[src/rtl/core/mafe_pkg.sv]
`default_nettype none

package mafe_pkg;

  // Frame characters.
  localparam logic [7:0] CH_START = 8'h3A;
  localparam logic [7:0] CH_CR    = 8'h0D;
  localparam logic [7:0] CH_LF    = 8'h0A;
  localparam logic [7:0] CH_DIGIT = 8'h30;
  localparam logic [7:0] CH_ALPHA = 8'h41;

  // Character positions within one item's run of characters.
  localparam logic [3:0] STEP_START  = 4'd0;
  localparam logic [3:0] STEP_ADDR_H = 4'd1;
  localparam logic [3:0] STEP_ADDR_L = 4'd2;
  localparam logic [3:0] STEP_DATA_H = 4'd3;
  localparam logic [3:0] STEP_DATA_L = 4'd4;
  localparam logic [3:0] STEP_LRC_H  = 4'd5;
  localparam logic [3:0] STEP_LRC_L  = 4'd6;
  localparam logic [3:0] STEP_CR     = 4'd7;
  localparam logic [3:0] STEP_LF     = 4'd8;

  // One input beat.
  typedef struct packed {
    logic [7:0] byte_value;
    logic       opens_frame;
    logic       closes_frame;
  } item_t;

  // One output beat.
  typedef struct packed {
    logic [7:0] ascii_char;
    logic       end_of_run;
    logic       end_of_frame;
  } char_t;

  // Classified item handed from the front to the back.
  typedef struct packed {
    logic       opens_frame;
    logic       closes_frame;
    logic [7:0] addr;
    logic [7:0] data;
    logic [7:0] lrc;
  } job_t;

  // Uppercase hex character of one nibble.
  function automatic logic [7:0] hex_char(input logic [3:0] nib);
    logic [7:0] c;
    if (nib < 4'd10) begin
      c = CH_DIGIT + {4'd0, nib};
    end else begin
      c = CH_ALPHA + {4'd0, nib - 4'd10};
    end
    return c;
  endfunction

endpackage

`default_nettype wire

[src/rtl/core/mafe_front.sv]
`default_nettype none

module mafe_front
  import mafe_pkg::*;
(
  input  wire logic       clk,
  input  wire logic       rst,
  input  wire logic       cfg_valid,
  input  wire logic [7:0] cfg_data,
  input  wire logic       item_valid,
  input  wire item_t      item,
  input  wire logic       full,
  output logic            push,
  output job_t            job
);

  logic [7:0] device_address;
  logic [7:0] lrc_sum;
  logic [7:0] sum_next;

  // The address register is written by the configuration port.
  always_ff @(posedge clk) begin
    if (rst) begin
      device_address <= 8'd1;
    end else if (cfg_valid) begin
      device_address <= cfg_data;
    end
  end

  // A beat is taken whenever the queue has room.
  assign push = item_valid && !full;

  // Running sum restarts on an opening item and includes this byte.
  assign sum_next = item.opens_frame ? (device_address + item.byte_value)
                                     : (lrc_sum + item.byte_value);

  always_ff @(posedge clk) begin
    if (rst) begin
      lrc_sum <= 8'd0;
    end else if (push) begin
      lrc_sum <= item.closes_frame ? 8'd0 : sum_next;
    end
  end

  // Build the job descriptor for the back end.
  always_comb begin
    job.opens_frame  = item.opens_frame;
    job.closes_frame = item.closes_frame;
    job.addr         = device_address;
    job.data         = item.byte_value;
    job.lrc          = 8'd0 - sum_next;
  end

endmodule

`default_nettype wire

[src/rtl/core/mafe_queue.sv]
`default_nettype none

module mafe_queue
  import mafe_pkg::*;
#(
  parameter int DEPTH = 2
) (
  input  wire logic clk,
  input  wire logic rst,
  input  wire logic push,
  input  wire job_t wr_job,
  input  wire logic pop,
  output job_t      rd_job,
  output logic      full,
  output logic      empty
);

  localparam int AW = (DEPTH > 1) ? $clog2(DEPTH) : 1;
  localparam int CW = $clog2(DEPTH + 1);
  localparam logic [AW-1:0] LAST = AW'(DEPTH - 1);
  localparam logic [CW-1:0] FULL_COUNT = CW'(DEPTH);

  job_t          entries [DEPTH];
  logic [AW-1:0] wr_ptr;
  logic [AW-1:0] rd_ptr;
  logic [CW-1:0] count;

  assign full   = (count == FULL_COUNT);
  assign empty  = (count == '0);
  assign rd_job = entries[rd_ptr];

  // Entry storage.
  always_ff @(posedge clk) begin
    if (push) begin
      entries[wr_ptr] <= wr_job;
    end
  end

  // Pointers wrap at the depth; the count tracks occupancy.
  always_ff @(posedge clk) begin
    if (rst) begin
      wr_ptr <= '0;
      rd_ptr <= '0;
      count  <= '0;
    end else begin
      if (push) begin
        wr_ptr <= (wr_ptr == LAST) ? '0 : wr_ptr + 1'b1;
      end
      if (pop) begin
        rd_ptr <= (rd_ptr == LAST) ? '0 : rd_ptr + 1'b1;
      end
      if (push && !pop) begin
        count <= count + 1'b1;
      end else if (pop && !push) begin
        count <= count - 1'b1;
      end
    end
  end

endmodule

`default_nettype wire

[src/rtl/core/mafe_back.sv]
`default_nettype none

module mafe_back
  import mafe_pkg::*;
(
  input  wire logic clk,
  input  wire logic rst,
  input  wire job_t job,
  input  wire logic empty,
  output logic      pop,
  output logic      frame_valid,
  input  wire logic frame_stall,
  output char_t     frame_char
);

  logic       busy;
  logic [3:0] step;
  logic [3:0] step_cur;
  logic [3:0] step_end;
  logic       load;
  logic       last;
  char_t      beat;

  // Output register takes a new beat when empty or being drained.
  assign load = !empty && (!frame_valid || !frame_stall);

  // Where this job's run begins and ends.
  assign step_cur = busy ? step : (job.opens_frame ? STEP_START : STEP_DATA_H);
  assign step_end = job.closes_frame ? STEP_LF : STEP_DATA_L;
  assign last     = (step_cur == step_end);
  assign pop      = load && last;

  // Select the character for the current position.
  always_comb begin
    case (step_cur)
      STEP_START:  beat.ascii_char = CH_START;
      STEP_ADDR_H: beat.ascii_char = hex_char(job.addr[7:4]);
      STEP_ADDR_L: beat.ascii_char = hex_char(job.addr[3:0]);
      STEP_DATA_H: beat.ascii_char = hex_char(job.data[7:4]);
      STEP_DATA_L: beat.ascii_char = hex_char(job.data[3:0]);
      STEP_LRC_H:  beat.ascii_char = hex_char(job.lrc[7:4]);
      STEP_LRC_L:  beat.ascii_char = hex_char(job.lrc[3:0]);
      STEP_CR:     beat.ascii_char = CH_CR;
      STEP_LF:     beat.ascii_char = CH_LF;
      default:     beat.ascii_char = CH_LF;
    endcase
    beat.end_of_run   = last;
    beat.end_of_frame = (step_cur == STEP_LF);
  end

  // Position sequencer.
  always_ff @(posedge clk) begin
    if (rst) begin
      busy <= 1'b0;
      step <= STEP_START;
    end else if (load) begin
      busy <= !last;
      step <= step_cur + 4'd1;
    end
  end

  // Output valid.
  always_ff @(posedge clk) begin
    if (rst) begin
      frame_valid <= 1'b0;
    end else if (load) begin
      frame_valid <= 1'b1;
    end else if (!frame_stall) begin
      frame_valid <= 1'b0;
    end
  end

  // Output payload.
  always_ff @(posedge clk) begin
    if (load) begin
      frame_char <= beat;
    end
  end

endmodule

`default_nettype wire

[src/rtl/core/modbus_ascii_frame_encoder.sv]
// Modbus ASCII request frame encoder with LRC.
// A taken beat is stored in the queue, then its characters in the output register.
// One character per cycle while frame_stall is low, set by the single output
// register; an item is 2 to 9 characters (5 if opening, +4 if closing).
// Reset (rst, synchronous): queue emptied, LRC sum cleared, device address set to 1.
`default_nettype none

module modbus_ascii_frame_encoder
  import mafe_pkg::*;
#(
  parameter int QUEUE_DEPTH = 2
) (
  input  wire logic       clk,
  input  wire logic       rst,
  input  wire logic       cfg_valid,
  output logic            cfg_ready,
  input  wire logic [7:0] cfg_data,
  input  wire logic       item_valid,
  output logic            item_stall,
  input  wire item_t      item,
  output logic            frame_valid,
  input  wire logic       frame_stall,
  output char_t           frame_char
);

  logic push;
  logic pop;
  logic full;
  logic empty;
  job_t wr_job;
  job_t rd_job;

  // The address register can always be written.
  assign cfg_ready  = 1'b1;
  assign item_stall = full;

  // Front end: takes items, keeps the LRC and the address.
  mafe_front u_front (
    .clk        (clk),
    .rst        (rst),
    .cfg_valid  (cfg_valid),
    .cfg_data   (cfg_data),
    .item_valid (item_valid),
    .item       (item),
    .full       (full),
    .push       (push),
    .job        (wr_job)
  );

  // Short queue between the two halves.
  mafe_queue #(
    .DEPTH (QUEUE_DEPTH)
  ) u_queue (
    .clk    (clk),
    .rst    (rst),
    .push   (push),
    .wr_job (wr_job),
    .pop    (pop),
    .rd_job (rd_job),
    .full   (full),
    .empty  (empty)
  );

  // Back end: serializes each job into characters.
  mafe_back u_back (
    .clk         (clk),
    .rst         (rst),
    .job         (rd_job),
    .empty       (empty),
    .pop         (pop),
    .frame_valid (frame_valid),
    .frame_stall (frame_stall),
    .frame_char  (frame_char)
  );

endmodule

`default_nettype wire
[config.mk]
export PLATFORM = sky130hd
export DESIGN_NAME = modbus_ascii_frame_encoder
export DESIGN_NICKNAME = d
export VERILOG_FILES = /design/src/rtl/core/mafe_pkg.sv /design/src/rtl/core/mafe_front.sv /design/src/rtl/core/mafe_queue.sv /design/src/rtl/core/mafe_back.sv /design/src/rtl/core/modbus_ascii_frame_encoder.sv
export SDC_FILE = /design/constraint.sdc
export NUM_CORES = 1
export LEC_CHECK = 0
export ABC_CLOCK_PERIOD_IN_PS = 6100
export BUFFER_PORTS_ARGS = -buffer_cell sky130_fd_sc_hd__buf_2
export CAP_MARGIN = 0
export CORE_UTILIZATION = 30
export CTS_BUF_LIST = sky130_fd_sc_hd__clkbuf_16
export DETAILED_ROUTE_END_ITERATION = 16
export PLACE_DENSITY = 0.46
export SLEW_MARGIN = 10
export SYNTH_ARGS = -nofsm -noshare
export SYNTH_HDL_FRONTEND = slang
export SYNTH_SLANG_ARGS = --single-unit
[constraint.sdc]
create_clock -name clk -period 6.1 [get_ports clk]
set_input_delay 0.61 -clock clk [delete_from_list [all_inputs] [get_ports clk]]
set_output_delay 0.61 -clock clk [all_outputs]
set_load 0.03 [all_outputs]
# Yosys cells after proc, flatten, opt, wreduce, memory -nomap -nowiden
# Memory sizes are Yosys's and may differ from the RTL's. A register that Yosys moved wholly into a read port is not among the register bits.
# Cells that the tools add are included.
word_totals:
  word_cells: 93
  n_memories: 1
  output_inout_bits: 13
  ramBits: 52
  ff_bits: 36
classes:
  n_addsub: 26
  eq_ne: 11
  reduce_logical: 16
  muxes: 22
  order_cmp: 6
mem_list:
  columns: ["memory", "words", "word_bits", "read_ports", "rd_clocked_by_memory_dff", "write_ports", "line", "text"]
  rows:
  - ["u_queue.entries", 2, 26, 1, 1, 1, "mafe_queue.sv:23", "job_t entries [DEPTH];"]
ops:
  columns: ["operator", "n"]
  rows:
  - ["$mux 8", 8]
  - ["$pmux 8 s8", 1]
  - ["$add 7x4->8 const A", 6]
  - ["$add 6x4->7 const A", 6]
  - ["$lt 4x4->1 const B", 6]
  - ["$sub 4x4->4 const B", 6]
  - ["$add 8x8->8", 2]
  - ["$eq 4x3->1 const B", 4]
  - ["$eq 4x2->1 const B", 2]
  - ["$mux 1", 8]
  - ["$mux 4", 2]
  - ["$sub 1x8->8 const A", 1]
  - ["$logic_not 1->1", 7]
  - ["$mux 2", 3]
  - ["$logic_and 1x1->1", 5]
  - ["$add 4x1->4 const B", 1]
  - ["$eq 4x1->1 const B", 1]
  - ["$eq 4x4->1", 1]
  - ["$eq 4x4->1 const B", 1]
  - ["$logic_not 4->1", 1]
  - ["$add 1x1->1 const B", 2]
  - ["$add 2x1->2 const B", 1]
  - ["$eq 2x2->1 const B", 1]
  - ["$logic_not 2->1", 1]
  - ["other kinds (4)", 4]

# Logic depth before layout (Yosys ltp)
logic_depth:
  ltp_word: 7
  ltp_mapped: 15
  depth_no_buf: 12

# Modules after synthesis
# Synthesis repeated with hierarchy kept, for this count alone.
hier_totals:
  hier_cells: 466
  area_unflattened_um2: 5081.1
by_module_without_submodules:
  columns: ["mod", "n_inst", "seq_area_each_um2", "area_each_um2", "cells_per_inst"]
  rows:
  - ["mafe_queue", 1, 1661.6, 2082.0, 103]
  - ["mafe_back", 1, 390.4, 1752.9, 226]
  - ["mafe_front", 1, 320.3, 1234.9, 135]
  - ["modbus_ascii_frame_encoder", 1, 0.0, 11.3, 2]

# Worst setup path after synthesis
# Ideal clock, no wire load.
synth_timing:
  path_kind: "input port to flip-flop"
  start: "input item[1] in the netlist's numbering"
  end: "memory u_queue.entries[0][7] in the netlist's numbering (data pin)"
  n_path_buf: 1
  setup_time_ns: 0.276
  path_slack_ns: 2.685
  cell_stages: 9
  t_arrival_ns: 3.139
  required_time_ns: 5.824
  path_cell_list: "clkbuf_1 > mux2_2 > ha_1 > fa_1 > and3_1 > o21a_1 > o311ai_0 > nor4_1 > xor2_1"
synth_rtl:
  columns: ["item", "line", "text"]
  rows:
  - ["start, declared", "modbus_ascii_frame_encoder.sv:20", "input wire item_t item,"]
  - ["end, declared", "mafe_queue.sv:23", null]

==> metrics <==
max cap viols 0; critical path, cell by cell nor2b_1, a211oi_1, a21o_1, inv_1, ha_1, nand4b_1, o221ai_1, a211o_1, or4_1; cell with the most instances after synthesis edfxtp_1; Worst R2R End u_back.frame_char[6]$_DFFE_PP_; share of the synthesized area in the top cell type 36.5%; CP arrival 3480 ps; Mapped Cells 458; largest delay contributor family on the critical path flip-flops; Slew Viols, Final 0; Synth Register Bits 88; dpl hpwl 9200 µm; Most used DFF post-synth edfxtp_1; top cells by area, synth edfxtp_1 37%, dfxtp_1 11%, ha_1 7.7%; actual slew at the worst max-slew pin 1010 ps; Max VDD drop 213 µV; RSZ-0062 raised after global routing false; core area 16100 µm²; Worst setup SP type flop; ant diodes 0; Wirelength per Cell 16.9 µm; H-Tree Depth 3; worst path bufs/invs 1; hold_sp cfg_data[0]; Rows 46; Die Span X 131 µm; Yosys cell types 63; postcts setup bufs 0; CTS Buffer Depth 2; Async SR Flop Fraction 0%; post_cts resized 0; final wirelength 12000 µm; pin count of the biggest net entering global routing 43; Layout Nets 542; Worst R2R Path Depth 9; post-synthesis simple-gate area fraction 14.3%; status finished clean; fin crit share 55.9%; first-pass GRT wire length 19100 µm; Sink Count 88; max_slew headroom 32.4%; Synth Net Count 513; post-synthesis cell area 5010 µm²; Die Area 17200 µm²; total gr overflow 0; Leakage 0.00209 µW; largest family of logic cells by synthesized area simple AND/OR/NAND/NOR gates; crit path time final 3410 ps; Seq/Total Area, Yosys 47.3%; post-synthesis adder-cell area fraction 8.13%; drt first pass iters 5; crit path max fanout 42; Worst Hold Class primary input to flop; mux contribution to synthesized area 9.71%; Yosys top cell by area edfxtp_1; # hold bufs at CTS 0; total CTS buffers 9; CP endpoint kind flop; DRC Markers 0; Levels on crit path 9; most common library cells after synthesis 61 x edfxtp_1, 42 x nor2_1, 34 x mux2i_1, 31 x ha_1; root buffer cell clkbuf_16; DR iter-0 viols 238; CTS tree done; setup_tns 0 ps; Reg2Reg Setup Slack 2690 ps; CP peak stage delay 1000 ps; Area Overhead vs Synth 12.5%; P per Cell Area 304 nW/µm²; total track usage 14.3%; # IOs 36; utilization after layout 35.0%; port buffer count 33; WHS Endpoint u_front.device_address[0]$_SDFFE_PP1P_; Critical Path RT 6170 ps; DIE HEIGHT 131 µm; Clock Skews 12.7 ps; number of flops mapped to enable cells by yosys 61; vias in the first global route 3563; Worst-Skew Late Latency 350 ps; final hold vios 0; synth warn 0; Clock transition at path regs 70 ps; antenna viol nets, final 0; syn_area_per_cell 10.9 µm²; share of layout cells above drive strength 1 15.2%; final setup vio count 0; Synth Area in XOR/XNOR 5.06%; fmax 293 MHz; initial core utilization 31.1%; slowest CP cell dfxtp_2; initial antenna violation count 0; DR vias 3537; routability congestion estimate 0.882; Avg Vias per Cell 5.00; Min-Delay Path Depth 2; Synth Area in Compound Gates 11.3%; type of the worst setup path flop to flop
-- worst max-delay path by stage --
stage | start | to | slack, ps
after floorplan | item[1] | u_queue.entries[0][7]$_DFFE_PP_ | 2680
after global placement | item[1] | u_queue.entries[0][7]$_DFFE_PP_ | 2570
after detailed placement | item[1] | u_queue.entries[0][7]$_DFFE_PP_ | 2430
after CTS | flop | u_queue.count[1]$_SDFFE_PP0P_ | 2660
after global routing | flop | u_queue.count[1]$_SDFFE_PP0P_ | 2430
final | flop | u_back.frame_char[6]$_DFFE_PP_ | 2690
-- sequential cells by signal, summed over array words and instances, names as in the netlist, named ones only --
name / count
u_back.frame_valid: 1
u_queue.count: 2
u_queue.wr_ptr: 1
u_back.busy: 1
u_back.frame_char: 9
u_queue.rd_ptr: 1
u_front.lrc_sum: 8
u_queue.entries: 52
u_front.device_address: 8
u_back.step: 4
-- routing by layer --
metal	track usage (%)	wire, µm
met5	0	0
met1	18.7	5970
met3	3.63	382
met4	5.36	216
met2	22.8	5380
-- power breakdown --
group	total, µW	switching (µW)	internal [µW]
Combinational	438	280	158
Clock	517	237	280
Sequential	759	33.5	725
Total	1710	551	1160
-- area by class of cell --
cell class              instances  area [µm²]
flip-flops and latches         88        2370
repair buffers                 35         180
multi-input cells             328        2450
well taps                     216         270
clock buffers                   9         225
clock inverters                 7        51.3
inverters                      25        93.8
fillers                      1658       10500
-- worst register-to-register path, delay by kind of cell (launching register included) --
family | cells | cell delay [ps]
AOI/OAI and AO/OA | 4 | 950
adders and majority gates | 1 | 260
buffers and inverters | 1 | 70
DFF | 1 | 1000
and+or+nand+nor | 3 | 880
-- cells in the final DEF, fill, tap and decap left out, types with 5 or more instances in the layout --
| cell | synthesis | routed |
|---|---|---|
| edfxtp_1 | 61 | 61 |
| nor2_1 | 42 | 40 |
| mux2i_1 | 34 | 34 |
| buf_2 | 4 | 33 |
| ha_1 | 31 | 31 |
| nand2_1 | 27 | 27 |
| dfxtp_1 | 27 | 26 |
| inv_1 | 25 | 25 |
| nor3_1 | 21 | 21 |
| xnor2_1 | 19 | 19 |
| a21oi_1 | 15 | 15 |
| mux2_2 | 13 | 13 |
| xor2_1 | 10 | 10 |
| o21ai_0 | 10 | 10 |
| nor3b_1 | 9 | 9 |
| clkbuf_16 | 0 | 9 |
| nor2b_1 | 6 | 6 |
| a22oi_1 | 6 | 6 |
| a211oi_1 | 5 | 5 |
| or3_1 | 5 | 5 |
-- through the flow --
step                      instances  hold slack [ps]  power [µW]  setup slack (ps)  instance area (µm²)
after global placement          692              470        1200              2570                 5360
after global routing            708              454        1810              2430                 5640
final                           708              466        1710              2690                 5640
after CTS                       708              452        1740              2660                 5640
after floorplan                 458              434        1080              2680                 5010
after detailed placement        692              471        1210              2430                 5360
-- kinds of logic after synthesis --
| logic type | Yosys count |
|---|---|
| AND/OR/NAND/NOR | 139 |
| flip-flops | 88 |
| AO/OA/AOI/OAI | 79 |
| multiplexers | 47 |
| buffers and inverters | 42 |
| adder cells (fa/ha/maj) | 32 |
| XOR/XNOR | 29 |
| other | 2 |
Note: power is estimated with default switching activity, not from simulation.
